[src/hdl/bgwmb_pkg.sv]
// shared types, constants and register indexes for the bayer grid mean brightness block
`timescale 1ns / 1ps

package bgwmb_pkg;

  // field and register widths
  localparam int PIX_W    = 8;
  localparam int POS_W    = 12;
  localparam int STRIDE_W = 13;
  localparam int BLK_W    = 9;
  localparam int WGT_W    = 16;
  localparam int WSET_W   = 48;
  localparam int PROD_W   = PIX_W + WGT_W;
  localparam int SUM_W    = 42;
  localparam int CNT_W    = 2 * BLK_W - 1;
  localparam int MEAN_W   = 26;
  localparam int IDX_W    = 3;
  localparam int DATA_W   = WSET_W;
  localparam int STEP_W   = 6;

  // limits of the sampling grid
  localparam logic [POS_W-1:0]    POS_LAST   = {POS_W{1'b1}};
  localparam logic [STRIDE_W-1:0] STRIDE_MIN = STRIDE_W'(2);
  localparam logic [STRIDE_W-1:0] STRIDE_MAX = STRIDE_W'(4096);
  localparam logic [BLK_W-1:0]    BLOCKS_MAX = BLK_W'(256);

  // divider length
  localparam logic [STEP_W-1:0] DIV_LAST = STEP_W'(SUM_W - 1);

  // register indexes
  localparam logic [IDX_W-1:0] REG_ORIGIN_X = 3'd0;
  localparam logic [IDX_W-1:0] REG_ORIGIN_Y = 3'd1;
  localparam logic [IDX_W-1:0] REG_STRIDE_X = 3'd2;
  localparam logic [IDX_W-1:0] REG_STRIDE_Y = 3'd3;
  localparam logic [IDX_W-1:0] REG_BLOCKS_X = 3'd4;
  localparam logic [IDX_W-1:0] REG_BLOCKS_Y = 3'd5;
  localparam logic [IDX_W-1:0] REG_WEIGHTS  = 3'd6;

  // register reset values
  localparam logic [WSET_W-1:0] WEIGHTS_RESET = 48'h1323_12C9_074C;

  // one finished frame waiting for its division
  typedef struct packed {
    logic [SUM_W-1:0] sum;
    logic [CNT_W-1:0] count;
  } frame_job_t;

endpackage

[src/hdl/bgwmb_ifs.sv]
// valid/ready channel interfaces for pixel words and result words
`timescale 1ns / 1ps

interface bgwmb_pixel_if;
  logic                         valid;
  logic                         ready;
  logic [bgwmb_pkg::PIX_W-1:0]  pixel;
  logic                         line_end;
  logic                         frame_end;

  modport source (output valid, pixel, line_end, frame_end, input ready);
  modport sink (input valid, pixel, line_end, frame_end, output ready);
endinterface

interface bgwmb_mean_if;
  logic                         valid;
  logic                         ready;
  logic [bgwmb_pkg::MEAN_W-1:0] mean_brightness;

  modport source (output valid, mean_brightness, input ready);
  modport sink (input valid, mean_brightness, output ready);
endinterface

[src/hdl/bgwmb_front.sv]
// front end: config registers, position counters, grid sampling and accumulation
`timescale 1ns / 1ps

module bgwmb_front (
  input  logic                           clk,
  input  logic                           rst,
  input  logic                           wr_en,
  input  logic [bgwmb_pkg::IDX_W-1:0]    wr_index,
  input  logic [bgwmb_pkg::DATA_W-1:0]   wr_data,
  bgwmb_pixel_if.sink                    pix_in,
  output logic                           job_valid,
  input  logic                           job_ready,
  output bgwmb_pkg::frame_job_t          job
);

  // configuration registers
  logic [bgwmb_pkg::POS_W-1:0]    origin_x;
  logic [bgwmb_pkg::POS_W-1:0]    origin_y;
  logic [bgwmb_pkg::STRIDE_W-1:0] stride_x;
  logic [bgwmb_pkg::STRIDE_W-1:0] stride_y;
  logic [bgwmb_pkg::BLK_W-1:0]    blocks_x;
  logic [bgwmb_pkg::BLK_W-1:0]    blocks_y;
  logic [bgwmb_pkg::WSET_W-1:0]   channel_weights;

  // frame state
  logic [bgwmb_pkg::POS_W-1:0]    column;
  logic [bgwmb_pkg::POS_W-1:0]    row;
  logic [bgwmb_pkg::POS_W-1:0]    column_phase;
  logic [bgwmb_pkg::BLK_W-1:0]    block_column;
  logic [bgwmb_pkg::POS_W-1:0]    row_phase;
  logic [bgwmb_pkg::BLK_W-1:0]    block_row;
  logic [bgwmb_pkg::SUM_W-1:0]    weighted_sum;

  logic [bgwmb_pkg::STRIDE_W-1:0] sx, sy;
  logic [bgwmb_pkg::BLK_W-1:0]    bx, by;
  logic                           x_live, y_live, sample_hit;
  logic [bgwmb_pkg::WGT_W-1:0]    weight;
  logic [bgwmb_pkg::PROD_W-1:0]   product;
  logic [bgwmb_pkg::SUM_W-1:0]    sum_next;
  logic [bgwmb_pkg::STRIDE_W-1:0] cphase_inc, rphase_inc;
  logic                           accept, row_close;

  // clamped stride and block count
  always_comb begin
    sx = stride_x;
    if (stride_x < bgwmb_pkg::STRIDE_MIN) sx = bgwmb_pkg::STRIDE_MIN;
    else if (stride_x > bgwmb_pkg::STRIDE_MAX) sx = bgwmb_pkg::STRIDE_MAX;
    sy = stride_y;
    if (stride_y < bgwmb_pkg::STRIDE_MIN) sy = bgwmb_pkg::STRIDE_MIN;
    else if (stride_y > bgwmb_pkg::STRIDE_MAX) sy = bgwmb_pkg::STRIDE_MAX;
    bx = (blocks_x > bgwmb_pkg::BLOCKS_MAX) ? bgwmb_pkg::BLOCKS_MAX : blocks_x;
    by = (blocks_y > bgwmb_pkg::BLOCKS_MAX) ? bgwmb_pkg::BLOCKS_MAX : blocks_y;
  end

  // grid membership and channel weight
  always_comb begin
    x_live = (column >= origin_x) && (block_column < bx);
    y_live = (row >= origin_y) && (block_row < by);
    sample_hit = x_live && y_live && (column_phase < bgwmb_pkg::POS_W'(2))
                 && (row_phase < bgwmb_pkg::POS_W'(2));
    if (!column_phase[0] && !row_phase[0]) begin
      weight = channel_weights[15:0];
    end else if (column_phase[0] && row_phase[0]) begin
      weight = channel_weights[47:32];
    end else begin
      weight = channel_weights[31:16];
    end
    product = bgwmb_pkg::PROD_W'(pix_in.pixel) * weight;
    sum_next = sample_hit ? weighted_sum + bgwmb_pkg::SUM_W'(product) : weighted_sum;
    cphase_inc = bgwmb_pkg::STRIDE_W'(column_phase) + bgwmb_pkg::STRIDE_W'(1);
    rphase_inc = bgwmb_pkg::STRIDE_W'(row_phase) + bgwmb_pkg::STRIDE_W'(1);
  end

  // handshake: a frame end needs room in the queue, so stall on a full queue
  assign pix_in.ready = job_ready;
  assign accept       = pix_in.valid && pix_in.ready;
  assign row_close    = pix_in.line_end || pix_in.frame_end;
  assign job_valid    = accept && pix_in.frame_end;
  assign job.sum      = sum_next;
  assign job.count    = bgwmb_pkg::CNT_W'(bx) * bgwmb_pkg::CNT_W'(by);

  // config writes
  always_ff @(posedge clk) begin
    if (rst) begin
      origin_x        <= '0;
      origin_y        <= '0;
      stride_x        <= bgwmb_pkg::STRIDE_MIN;
      stride_y        <= bgwmb_pkg::STRIDE_MIN;
      blocks_x        <= bgwmb_pkg::BLK_W'(1);
      blocks_y        <= bgwmb_pkg::BLK_W'(1);
      channel_weights <= bgwmb_pkg::WEIGHTS_RESET;
    end else if (wr_en) begin
      case (wr_index)
        bgwmb_pkg::REG_ORIGIN_X: origin_x <= wr_data[bgwmb_pkg::POS_W-1:0];
        bgwmb_pkg::REG_ORIGIN_Y: origin_y <= wr_data[bgwmb_pkg::POS_W-1:0];
        bgwmb_pkg::REG_STRIDE_X: stride_x <= wr_data[bgwmb_pkg::STRIDE_W-1:0];
        bgwmb_pkg::REG_STRIDE_Y: stride_y <= wr_data[bgwmb_pkg::STRIDE_W-1:0];
        bgwmb_pkg::REG_BLOCKS_X: blocks_x <= wr_data[bgwmb_pkg::BLK_W-1:0];
        bgwmb_pkg::REG_BLOCKS_Y: blocks_y <= wr_data[bgwmb_pkg::BLK_W-1:0];
        bgwmb_pkg::REG_WEIGHTS:  channel_weights <= wr_data[bgwmb_pkg::WSET_W-1:0];
        default: ;
      endcase
    end
  end

  // counters and accumulator
  always_ff @(posedge clk) begin
    if (rst) begin
      column       <= '0;
      row          <= '0;
      column_phase <= '0;
      block_column <= '0;
      row_phase    <= '0;
      block_row    <= '0;
      weighted_sum <= '0;
    end else if (accept) begin
      // frame end clears everything once the job is handed over
      if (pix_in.frame_end) begin
        column       <= '0;
        row          <= '0;
        column_phase <= '0;
        block_column <= '0;
        row_phase    <= '0;
        block_row    <= '0;
        weighted_sum <= '0;
      end else begin
        weighted_sum <= sum_next;
        if (row_close) begin
          column       <= '0;
          column_phase <= '0;
          block_column <= '0;
          if (y_live) begin
            if (rphase_inc >= sy) begin
              row_phase <= '0;
              block_row <= block_row + bgwmb_pkg::BLK_W'(1);
            end else begin
              row_phase <= rphase_inc[bgwmb_pkg::POS_W-1:0];
            end
          end
          if (row != bgwmb_pkg::POS_LAST) row <= row + bgwmb_pkg::POS_W'(1);
        end else begin
          if (x_live) begin
            if (cphase_inc >= sx) begin
              column_phase <= '0;
              block_column <= block_column + bgwmb_pkg::BLK_W'(1);
            end else begin
              column_phase <= cphase_inc[bgwmb_pkg::POS_W-1:0];
            end
          end
          if (column != bgwmb_pkg::POS_LAST) column <= column + bgwmb_pkg::POS_W'(1);
        end
      end
    end
  end

endmodule

[src/hdl/bgwmb_queue.sv]
// two-entry queue of finished frame sums between front end and divider
`timescale 1ns / 1ps

module bgwmb_queue (
  input  logic                  clk,
  input  logic                  rst,
  input  logic                  push_valid,
  output logic                  push_ready,
  input  bgwmb_pkg::frame_job_t push_job,
  output logic                  pop_valid,
  input  logic                  pop_ready,
  output bgwmb_pkg::frame_job_t pop_job
);

  bgwmb_pkg::frame_job_t slots [2];
  logic       wr_ptr, rd_ptr;
  logic [1:0] fill;
  logic       do_push, do_pop;

  assign push_ready = (fill != 2'd2);
  assign pop_valid  = (fill != 2'd0);
  assign pop_job    = slots[rd_ptr];
  assign do_push    = push_valid && push_ready;
  assign do_pop     = pop_valid && pop_ready;

  // entry storage
  always_ff @(posedge clk) begin
    if (do_push) slots[wr_ptr] <= push_job;
  end

  // pointers and fill level
  always_ff @(posedge clk) begin
    if (rst) begin
      wr_ptr <= 1'b0;
      rd_ptr <= 1'b0;
      fill   <= 2'd0;
    end else begin
      if (do_push) wr_ptr <= ~wr_ptr;
      if (do_pop) rd_ptr <= ~rd_ptr;
      if (do_push && !do_pop) fill <= fill + 2'd1;
      else if (do_pop && !do_push) fill <= fill - 2'd1;
    end
  end

endmodule

[src/hdl/bgwmb_div.sv]
// back end: bit-serial restoring divider of frame sum by block count, with output register
`timescale 1ns / 1ps

module bgwmb_div (
  input  logic                  clk,
  input  logic                  rst,
  input  logic                  job_valid,
  output logic                  job_ready,
  input  bgwmb_pkg::frame_job_t job,
  bgwmb_mean_if.source          mean_out
);

  localparam logic [1:0] ST_IDLE = 2'd0;
  localparam logic [1:0] ST_DIV  = 2'd1;
  localparam logic [1:0] ST_FIN  = 2'd2;

  logic [1:0]                    state;
  logic [bgwmb_pkg::STEP_W-1:0]  step;
  logic [bgwmb_pkg::SUM_W-1:0]   quo;
  logic [bgwmb_pkg::CNT_W-1:0]   rem;
  logic [bgwmb_pkg::CNT_W-1:0]   divisor;
  logic                          zero_div;
  logic                          out_valid;
  logic [bgwmb_pkg::MEAN_W-1:0]  out_data;

  logic [bgwmb_pkg::CNT_W:0]     shifted, diff;
  logic                          fits;
  logic                          out_free;

  // one quotient bit per cycle
  always_comb begin
    shifted = {rem, quo[bgwmb_pkg::SUM_W-1]};
    fits    = shifted >= {1'b0, divisor};
    diff    = shifted - {1'b0, divisor};
  end

  assign out_free  = !out_valid || mean_out.ready;
  assign job_ready = (state == ST_IDLE);
  assign mean_out.valid = out_valid;
  assign mean_out.mean_brightness = out_data;

  // result register
  always_ff @(posedge clk) begin
    if (state == ST_FIN && out_free) begin
      out_data <= zero_div ? '0 : quo[bgwmb_pkg::MEAN_W-1:0];
    end
  end

  // sequencer
  always_ff @(posedge clk) begin
    if (rst) begin
      state     <= ST_IDLE;
      step      <= '0;
      out_valid <= 1'b0;
    end else begin
      if (state == ST_FIN && out_free) out_valid <= 1'b1;
      else if (mean_out.ready) out_valid <= 1'b0;
      case (state)
        ST_IDLE: begin
          if (job_valid) begin
            state <= ST_DIV;
            step  <= '0;
          end
        end
        ST_DIV: begin
          step <= step + bgwmb_pkg::STEP_W'(1);
          if (step == bgwmb_pkg::DIV_LAST) state <= ST_FIN;
        end
        ST_FIN: begin
          if (out_free) state <= ST_IDLE;
        end
        default: state <= ST_IDLE;
      endcase
    end
  end

  // divider datapath
  always_ff @(posedge clk) begin
    if (state == ST_IDLE && job_valid) begin
      quo      <= job.sum;
      rem      <= '0;
      divisor  <= job.count;
      zero_div <= (job.count == '0);
    end else if (state == ST_DIV) begin
      rem <= fits ? diff[bgwmb_pkg::CNT_W-1:0] : shifted[bgwmb_pkg::CNT_W-1:0];
      quo <= {quo[bgwmb_pkg::SUM_W-2:0], fits};
    end
  end

endmodule

[src/hdl/bayer_grid_weighted_mean_brightness_core.sv]
// Top level of the bayer grid weighted mean brightness block.
// Throughput: one pixel word per cycle; the front end stalls only when two frame results
// are already queued for the divider.
// A frame's result passes through the queue, the 42-step bit-serial divider and the output
// register; the divider takes no new frame sum until the current division is finished.
// Reset (synchronous, rst high) restores all config registers to their reset values and clears the
// position counters, accumulator and queue, and clears the output valid flag.
`timescale 1ns / 1ps

module bayer_grid_weighted_mean_brightness_core (
  input  logic                         clk,
  input  logic                         rst,
  input  logic                         wr_en,
  input  logic [bgwmb_pkg::IDX_W-1:0]  wr_index,
  input  logic [bgwmb_pkg::DATA_W-1:0] wr_data,
  bgwmb_pixel_if.sink                  pix_in,
  bgwmb_mean_if.source                 mean_out
);

  logic                  push_valid, push_ready;
  bgwmb_pkg::frame_job_t push_job;
  logic                  pop_valid, pop_ready;
  bgwmb_pkg::frame_job_t pop_job;

  // pixel side
  bgwmb_front u_front (
    .clk       (clk),
    .rst       (rst),
    .wr_en     (wr_en),
    .wr_index  (wr_index),
    .wr_data   (wr_data),
    .pix_in    (pix_in),
    .job_valid (push_valid),
    .job_ready (push_ready),
    .job       (push_job)
  );

  // frame sums waiting for division
  bgwmb_queue u_queue (
    .clk        (clk),
    .rst        (rst),
    .push_valid (push_valid),
    .push_ready (push_ready),
    .push_job   (push_job),
    .pop_valid  (pop_valid),
    .pop_ready  (pop_ready),
    .pop_job    (pop_job)
  );

  // division and result word
  bgwmb_div u_div (
    .clk       (clk),
    .rst       (rst),
    .job_valid (pop_valid),
    .job_ready (pop_ready),
    .job       (pop_job),
    .mean_out  (mean_out)
  );

endmodule
[src/flat_wrapper.sv]
// flat-port wrapper written by rule: the top's interface ports become plain ports
module bayer_grid_weighted_mean_brightness_core_flat 
  (clk, rst, wr_en, wr_index, wr_data, pix_in_valid, pix_in_pixel, pix_in_line_end, pix_in_frame_end, pix_in_ready, mean_out_valid, mean_out_mean_brightness, mean_out_ready);
  bgwmb_pixel_if pix_in_i ();
  bgwmb_mean_if mean_out_i ();
  input  logic clk;
  input  logic rst;
  input  logic wr_en;
  input  logic [bgwmb_pkg::IDX_W-1:0] wr_index;
  input  logic [bgwmb_pkg::DATA_W-1:0] wr_data;
  input wire logic [$bits(pix_in_i.valid)-1:0] pix_in_valid;
  input wire logic [$bits(pix_in_i.pixel)-1:0] pix_in_pixel;
  input wire logic [$bits(pix_in_i.line_end)-1:0] pix_in_line_end;
  input wire logic [$bits(pix_in_i.frame_end)-1:0] pix_in_frame_end;
  output wire logic [$bits(pix_in_i.ready)-1:0] pix_in_ready;
  output wire logic [$bits(mean_out_i.valid)-1:0] mean_out_valid;
  output wire logic [$bits(mean_out_i.mean_brightness)-1:0] mean_out_mean_brightness;
  input wire logic [$bits(mean_out_i.ready)-1:0] mean_out_ready;
  assign pix_in_i.valid = pix_in_valid;
  assign pix_in_i.pixel = pix_in_pixel;
  assign pix_in_i.line_end = pix_in_line_end;
  assign pix_in_i.frame_end = pix_in_frame_end;
  assign pix_in_ready = pix_in_i.ready;
  assign mean_out_valid = mean_out_i.valid;
  assign mean_out_mean_brightness = mean_out_i.mean_brightness;
  assign mean_out_i.ready = mean_out_ready;
  bayer_grid_weighted_mean_brightness_core u_core (.clk(clk), .rst(rst), .wr_en(wr_en), .wr_index(wr_index), .wr_data(wr_data), .pix_in(pix_in_i), .mean_out(mean_out_i));
endmodule
[config.mk]
export PLATFORM = sky130hd
export DESIGN_NAME = bayer_grid_weighted_mean_brightness_core_flat
export DESIGN_NICKNAME = d
export VERILOG_FILES = /design/src/hdl/bgwmb_pkg.sv /design/src/hdl/bgwmb_ifs.sv /design/src/hdl/bgwmb_front.sv /design/src/hdl/bgwmb_queue.sv /design/src/hdl/bgwmb_div.sv /design/src/hdl/bayer_grid_weighted_mean_brightness_core.sv /design/src/flat_wrapper.sv
export SDC_FILE = /design/constraint.sdc
export NUM_CORES = 1
export LEC_CHECK = 0
export BUFFER_PORTS_ARGS = -buffer_cell sky130_fd_sc_hd__buf_2
export CORE_UTILIZATION = 30
export CTS_CLUSTER_SIZE = 10
export DETAILED_ROUTE_END_ITERATION = 10
export GPL_TIMING_DRIVEN = 0
export HOLD_SLACK_MARGIN = 0.12
export MAX_ROUTING_LAYER = met4
export SYNTH_ARGS = -nofsm -noshare
export SYNTH_HDL_FRONTEND = slang
export SYNTH_HIERARCHICAL = 1
export SYNTH_SLANG_ARGS = --single-unit
[constraint.sdc]
create_clock -name clk -period 8 [get_ports clk]
set_input_delay 1.6 -clock clk [delete_from_list [all_inputs] [get_ports clk]]
set_output_delay 1.6 -clock clk [all_outputs]
set_load 0.01 [all_outputs]
==> metrics.txt, run 1 <==
status completed; remaining routing DRC violations 0; antenna-violating nets left 0; top-area cell type share of the netlist area 0.210; hpwl dp 57.2 mm; Max-Cap Viols 0; post-synthesis simple-gate area fraction 0.193; CP Capture Point u_core/u_queue/slots[1][58]$_DFFE_PP_; Reg clk slew, reported paths 0.05 ns; TritonCTS clock tree yes; Port Buf Inserts 91; sequential cell area fraction in the yosys report 0.384; fmax 133 MHz; Post-Syn Area approximately 0.029 mm²; die footprint between 0.09 and 0.1 mm²; worst min path class reg2reg; Critical Path Start Type register; 1st-pass router iterations 6; Synth cell types between 80 and 90; Die X 314 µm; minimum clock period approximately 7.5 ns; relative slew slack 0.152; post-synthesis compound-gate area fraction 0.113; most area-consuming cells after synthesis edfxtp_1 21%, dfxtp_1 17%, fa_1 11%; Iter 0 DRT Violations between 1000 and 1500; critical path required time 8.40 ns; pre-CTS setup slack 0.0349 ns; Layout Skew 0.0153 ns; adder-cell share of the synthesized area 0.183; critical path type reg2reg; via count 22200; Post-Syn Nets 3550; Max FO, Critical Path 10; number of synthesized flops with an enable pin 204; Die H 314 µm; final setup fails 0; leading cell type in the layout, fill and taps excluded nand2_1; multiplexer share of the synthesized area 0.0340; Post-synth top flop dfxtp_1; Pleak 13.7 nW; layout cell share with drive strength beyond 1 0.0882; CP Launch Point u_core/u_front/column_phase[0]$_SDFFE_PP0P_; Worst Tran Pin Value 1.27 ns; largest family of logic cells by synthesized area simple AND/OR/NAND/NOR gates; reg2reg start u_core/u_front/column_phase[0]$_SDFFE_PP0P_; GRT overflow 0; commonest cells after routing, fill and taps aside 571 x nand2_1, 302 x inv_1, 255 x dfxtp_1; share of the clock period used by the worst path 0.937; H-tree depth 2; YS warnings 6; fin. max-slew vios 0; Total Power 10.6 mW; row count 114; IO Count 94; Final Wtd Congestion 0.889; Initial Util 0.303; global-route wire length before repair 121 mm; vias per cell 4.82; #FFs+latches synth 459; Worst IR Drop VDD 0.311 mV; Routed WL about 75 mm; unrepaired setup endpoints after global routing no; Clock Sink Count ~460; flop2flop setup slack 0.50 ns; Final Hold Fails 0; Root Buffer clkbuf_16; initial antenna violation count 2; FFs w/ async S/R, synth 0; core area approximately 0.097 mm²; Synth Instances ~3200; largest net degree at the start of global routing 42; worst hold start u_core/u_front/blocks_y[3]$_SDFFE_PP0P_; fin nets 3700; Critical Path AT 7.90 ns; fin worst setup slack 0.502 ns; Pwr Density 322 mW/mm²; Worst R2R Path Depth 22; Post-Synth XOR/XNOR Area 0.0324; synthesized area per cell between 9 and 10 µm²; Post-Route Setup TNS 0 ns; cts bufs inserted 53; clock buffer depth 3; Total GRT Usage 0.157; post-CTS setup buffers 0; number of global-route vias before repair ~22000; wire length per cell between 15 and 20 µm; RR Endpoint u_core/u_queue/slots[1][58]$_DFFE_PP_; Worst-Skew Late Latency 0.61 ns; area leader, netlist edfxtp_1; CP endpoint kind register; Area Growth Syn to Fin 12.7%
==> stage by stage <==
stage | instances | util | area, µm² | hold slack (ns)
finish | 4612 | 0.341 | 32900 | 0.446
global route | 4611 | 0.341 | 32900 | 0.467
CTS | 4610 | 0.341 | 32900 | 0.451
detailed placement | 4522 | 0.325 | 31400 | 0.443
global placement | 4518 | 0.324 | 31300 | 0.439
floorplan | 3151 | - | 29200 | 0.429
==> critical path, cell delays in order (launching register included) <==
cell,delay [ns]
dfxtp_1,0.53
buf_1,0.45
clkbuf_1,0.50
a211oi_1,0.17
a21oi_2,0.48
nand2_1,0.16
fa_1,0.58
fa_1,0.56
inv_1,0.05
fa_1,0.53
inv_1,0.06
fa_1,0.53
inv_1,0.04
ha_1,0.33
o21ai_0,0.13
o21ai_1,0.35
nand4bb_1,0.14
o211ai_1,0.21
a41oi_1,0.26
o31ai_4,0.46
buf_2,0.32
nand3_1,0.12
xnor2_1,0.29
==> registers in the layout, summed over array words and instances (netlist names), 13 cells and up, named ones only <==
| signal | cells |
|---|---|
| u_core/u_queue/slots | 118 |
| u_core/u_front/channel_weights | 48 |
| u_core/u_div/quo | 42 |
| u_core/u_front/weighted_sum | 42 |
| u_core/u_div/mean_out.mean_brightness | 26 |
| u_core/u_div/divisor | 17 |
| u_core/u_div/rem | 17 |
| u_core/u_front/stride_x | 13 |
| u_core/u_front/stride_y | 13 |
==> per-layer routing <==
| metal | up-vias | global-route usage | routed length [µm] |
|---|---|---|---|
| met5 | - | - | 0 |
| met4 | 0 | 0.0333 | 1160 |
| met3 | 76 | 0.0178 | 2990 |
| met2 | 413 | 0.255 | 35900 |
| met1 | 10800 | 0.210 | 35400 |
| li1 | 11000 | - | - |
==> worst min-delay path by stage <==
| stage | slack, ns | to | depth (start not counted) |
|---|---|---|---|
| floorplan | 0.43 | u_core/u_front/channel_weights[2]$_SDFFE_PP1P_ | 2 |
| global placement | 0.44 | u_core/u_front/blocks_y[3]$_SDFFE_PP0P_ | 2 |
| detailed placement | 0.44 | u_core/u_front/channel_weights[11]$_SDFFE_PP0P_ | 2 |
| CTS | 0.45 | u_core/u_front/blocks_y[6]$_SDFFE_PP0P_ | 2 |
| global route | 0.47 | u_core/u_front/blocks_y[2]$_SDFFE_PP0P_ | 2 |
| finish | 0.45 | u_core/u_front/blocks_y[3]$_SDFFE_PP0P_ | 2 |
==> report_power, final <==
| part | leakage [nW] | switching (mW) | internal, mW |
|---|---|---|---|
| Clock | 0.749 | 0.957 | 1.28 |
| Sequential | 3.99 | 0.161 | 3.06 |
| Combinational | 8.91 | 3.22 | 1.94 |
| Total | 13.7 | 4.34 | 6.28 |
==> layout make-up <==
class	count	area [µm²]
fill	9895	63600
tap	1276	1600
timing repair buffer	95	531
clock buffer	81	1450
clock inverter	7	113
buffer	135	599
antenna	2	5.00
multi-input combinational	2249	16300
inverter	308	1160
sequential	459	11200
==> synth_stat cells, types with 12 or more instances <==
cell type	n
nor2b_1	71
nor4_1	15
mux2_4	13
and3_1	40
nor2_1	160
nand3_1	94
mux2_2	53
buf_2	21
o21ai_0	86
fa_1	156
inv_1	304
xor2_1	57
ha_1	177
a21o_1	39
a21oi_1	212
and2_1	92
dfxtp_1	255
o2bb2ai_1	14
a31oi_1	18
xnor2_1	51
nand3b_1	31
o211ai_1	19
o21bai_1	13
a211oi_1	33
nor3_1	27
edfxtp_1	204
buf_1	12
nand2_1	571
nand2b_1	15
nand4_1	26
mux2i_1	20
clkbuf_1	91
==> timing repair <==
item / 4_1_cts / 5_1_grt
hold buffers: 0 / 0
resized for setup: 0 / 6
setup endpoints to repair: 0 / 40
==> cell families after synthesis <==
logic type | Yosys count
AOI/OAI and AO/OA | 523
xor gates and xnor gates | 108
adders and majority gates | 333
buffers and inverters | 443
DFF | 459
muxes | 86
and+or+nand+nor | 1199
Power figures use the tool's default switching activity.
==> inputs of run 2 (changes only) <==
ABC_AREA = 1   (was unset)
CORE_UTILIZATION = 60   (was 30)
PLACE_DENSITY = 0.77   (was unset)
==> run 2 against run 1 <==
Against the previous run:
- first-iteration DRC count is 38% higher
- clock skew is 0.013 ns higher
- critical path depth is 4 higher
- area after synthesis is 4.5% higher
- synthesized cell count is 20% higher
- sequential power is 4% lower
- hold slack better by 0.014 ns
- combinational power is 59% higher
- global-route usage is 14 points higher
- register-to-register slack better by 1.3 ns
- largest power group unchanged
==> metrics.txt, run 2 <==
layout cell share with drive strength beyond 1 0.0959; area leader, netlist edfxtp_1; Most common cell on crit path nand2_1; global-route wire length before repair roughly 120 mm; TritonCTS clock tree yes; Critical Path Start Type register; IO Count 94; Max-Cap Viols 0; clock buffer depth 3; hpwl dp 56.2 mm; top-count cell post-synth nand2_1; Post-Syn Area between 0.03 and 0.04 mm²; Biggest register u_core/u_queue/slots; wire length per cell 15.7 µm; post-CTS setup buffers 0; Critical Path AT 6.59 ns; unrepaired setup endpoints after global routing no; Total GRT Usage 0.294; final setup fails 0; Post-synth top flop dfxtp_1; core area 0.0502 mm²; largest net degree at the start of global routing 44; clock share of power 0.164; part of the power in combinational logic 0.608; max FFs per register 118; GRT overflow 0; number of synthesized flops with an enable pin approximately 200; initial antenna violation count 2; PostCTS Resize Cnt 0; Worst Tran Pin Value around 1 ns; remaining routing DRC violations 0; via count 24800; critical path required time 8.36 ns; Synth Instances between 3000 and 4000; number of global-route vias before repair 23400; fmax 160 MHz; relative slew slack 0.321; Reg clk slew, reported paths 0.06 ns; Pwr Density 404 mW/mm²; hold_ws 0.460 ns; leading cell type in the layout, fill and taps excluded nand2_1; YS warnings 6; critical path type reg2reg; Root Buffer clkbuf_16; status completed; 1st-pass router iterations 6; biggest regs u_core/u_queue/slots x118, u_core/u_front/channel_weights x48; Buf/Inv on CP 7; Die H 228 µm; crit-path leading delay family adder cells; fin nets 4329; Worst-Skew Late Latency 0.63 ns; Final Hold Fails 0; Worst IR Drop VDD 0.535 mV; H-tree depth 2; Final Wtd Congestion 0.943; commonest cells after routing, fill and taps aside 890 x nand2_1, 593 x inv_1, 441 x nor2_1; antenna-violating nets left 0; share of the clock period used by the worst path 0.779; Layout Skew 0.0281 ns; Seq pwr share 0.229; CTS Hold Bufs 0; flop2flop setup slack 1.76 ns; Port Buf Inserts 90; Clock Sink Count between 400 and 500; worst min path class reg2reg; vias per cell around 5.4; row count 82; minimum clock period between 6 and 7 ns; Sw Ratio 0.483; Pleak 15.8 nW; Routed WL 72.7 mm; Synth cell types 65; slowest stage delay, CP 0.54 ns; Post-Route Setup TNS 0 ns; Post-Syn Nets 4180; Iter 0 DRT Violations about 1900; most area-consuming cells after synthesis edfxtp_1 20%, dfxtp_1 17%, nand2_1 11%; CP endpoint kind register; #FFs+latches synth 459; cts bufs inserted 53; Internal Power 7.00 mW; Max stage delay cell, worst path fa_1; FFs w/ async S/R, synth 0; Area Growth Syn to Fin 9.66%; most frequent cells after synthesis 890 x nand2_1, 594 x inv_1, 444 x nor2_1; top-area cell type share of the netlist area 0.201; Die X about 230 µm; sequential cell area fraction in the yosys report 0.368; fin. max-slew vios 0; die footprint 0.0518 mm²; Initial Util 0.609; synthesized area per cell 8.08 µm²; net switching power 6.54 mW; Max FO, Critical Path 10
## run 2: cell count changes in the layout (fill, tap and decap cells not counted), sizes merged, moves of 20 or more
cell and delta:
and3 -36, inv +300, nand2 +367, nor2b -71, o21ai +100, and2 -81
nor2 +300, xnor2 -32, a21o -31, a211oi -30, mux2i -20, nand3 +60
## run 2: worst min-delay path: stages, from the launching register on
cell and delay (ns):
dfxtp_1 0.32, nand2_1 0.05, nand3_1 0.05
## run 2: cell families (layout without fill, tap and decap cells)
group,count (synthesis),count (layout),share of synthesized area
xor+xnor,63,63,0.0181
simple gates,1693,1693,0.239
mux,59,59,0.0230
other cells,0,2,0
buf+inv,723,906,0.0960
flops,459,459,0.368
compound gates,451,451,0.0815
fa+ha+maj,333,333,0.175
## run 2: path summary, 6_finish.rpt
path / start / end / cells past startpoint
max: u_core/u_front/column_phase[0]$_SDFFE_PP0P_ / u_core/u_queue/slots[1][58]$_DFFE_PP_ / 26
min: u_core/u_front/channel_weights[41]$_SDFFE_PP1P_ / u_core/u_front/channel_weights[41]$_SDFFE_PP1P_ / 2
max reg2reg: u_core/u_front/column_phase[0]$_SDFFE_PP0P_ / u_core/u_queue/slots[1][58]$_DFFE_PP_ / 26
min reg2reg: u_core/u_front/channel_weights[41]$_SDFFE_PP1P_ / u_core/u_front/channel_weights[41]$_SDFFE_PP1P_ / 2
## run 2: layer usage
metal	share of wire	track usage	wire length [µm]	up-vias
met2	0.47	0.472	34000	740
met5	0	-	0	-
met3	0.065	0.0455	4750	119
met4	0.023	0.0792	1640	0
li1	-	-	-	12300
met1	0.44	0.389	32300	11700
## run 2: final cells by class
type / instances / area, µm²
diodes: 2 / 5.00
inverters: 608 / 2290
clock inverters: 5 / 92.6
flip-flops and latches: 459 / 11200
multi-input cells: 2599 / 16400
well taps: 672 / 841
fillers: 4162 / 16700
repair buffers: 94 / 520
clock buffers: 84 / 1470
plain buffers: 115 / 644
## run 2: power groups by stage
| stage | registers [mW] | clock network (mW) | logic (mW) |
|---|---|---|---|
| after floorplan | 3.11 | 0 | 6.02 |
| after global placement | 3.14 | 0 | 7.93 |
| after detailed placement | 3.14 | 0 | 8.07 |
| after CTS | 3.10 | 2.26 | 8.12 |
| after global routing | 3.13 | 2.36 | 9.26 |
| final | 3.10 | 2.22 | 8.22 |
## run 2: through the flow
step                      cells  setup slack [ns]  power, mW  instance area [µm²]  utilization
after floorplan            3781              2.00       9.13                30500            -
after global placement     4543             0.819       11.1                31800        0.635
after global routing       4638              1.35       14.8                33500        0.668
after detailed placement   4546              1.21       11.2                31900        0.636
after CTS                  4635              1.84       13.5                33500        0.667
final                      4638              1.76       13.5                33500        0.668
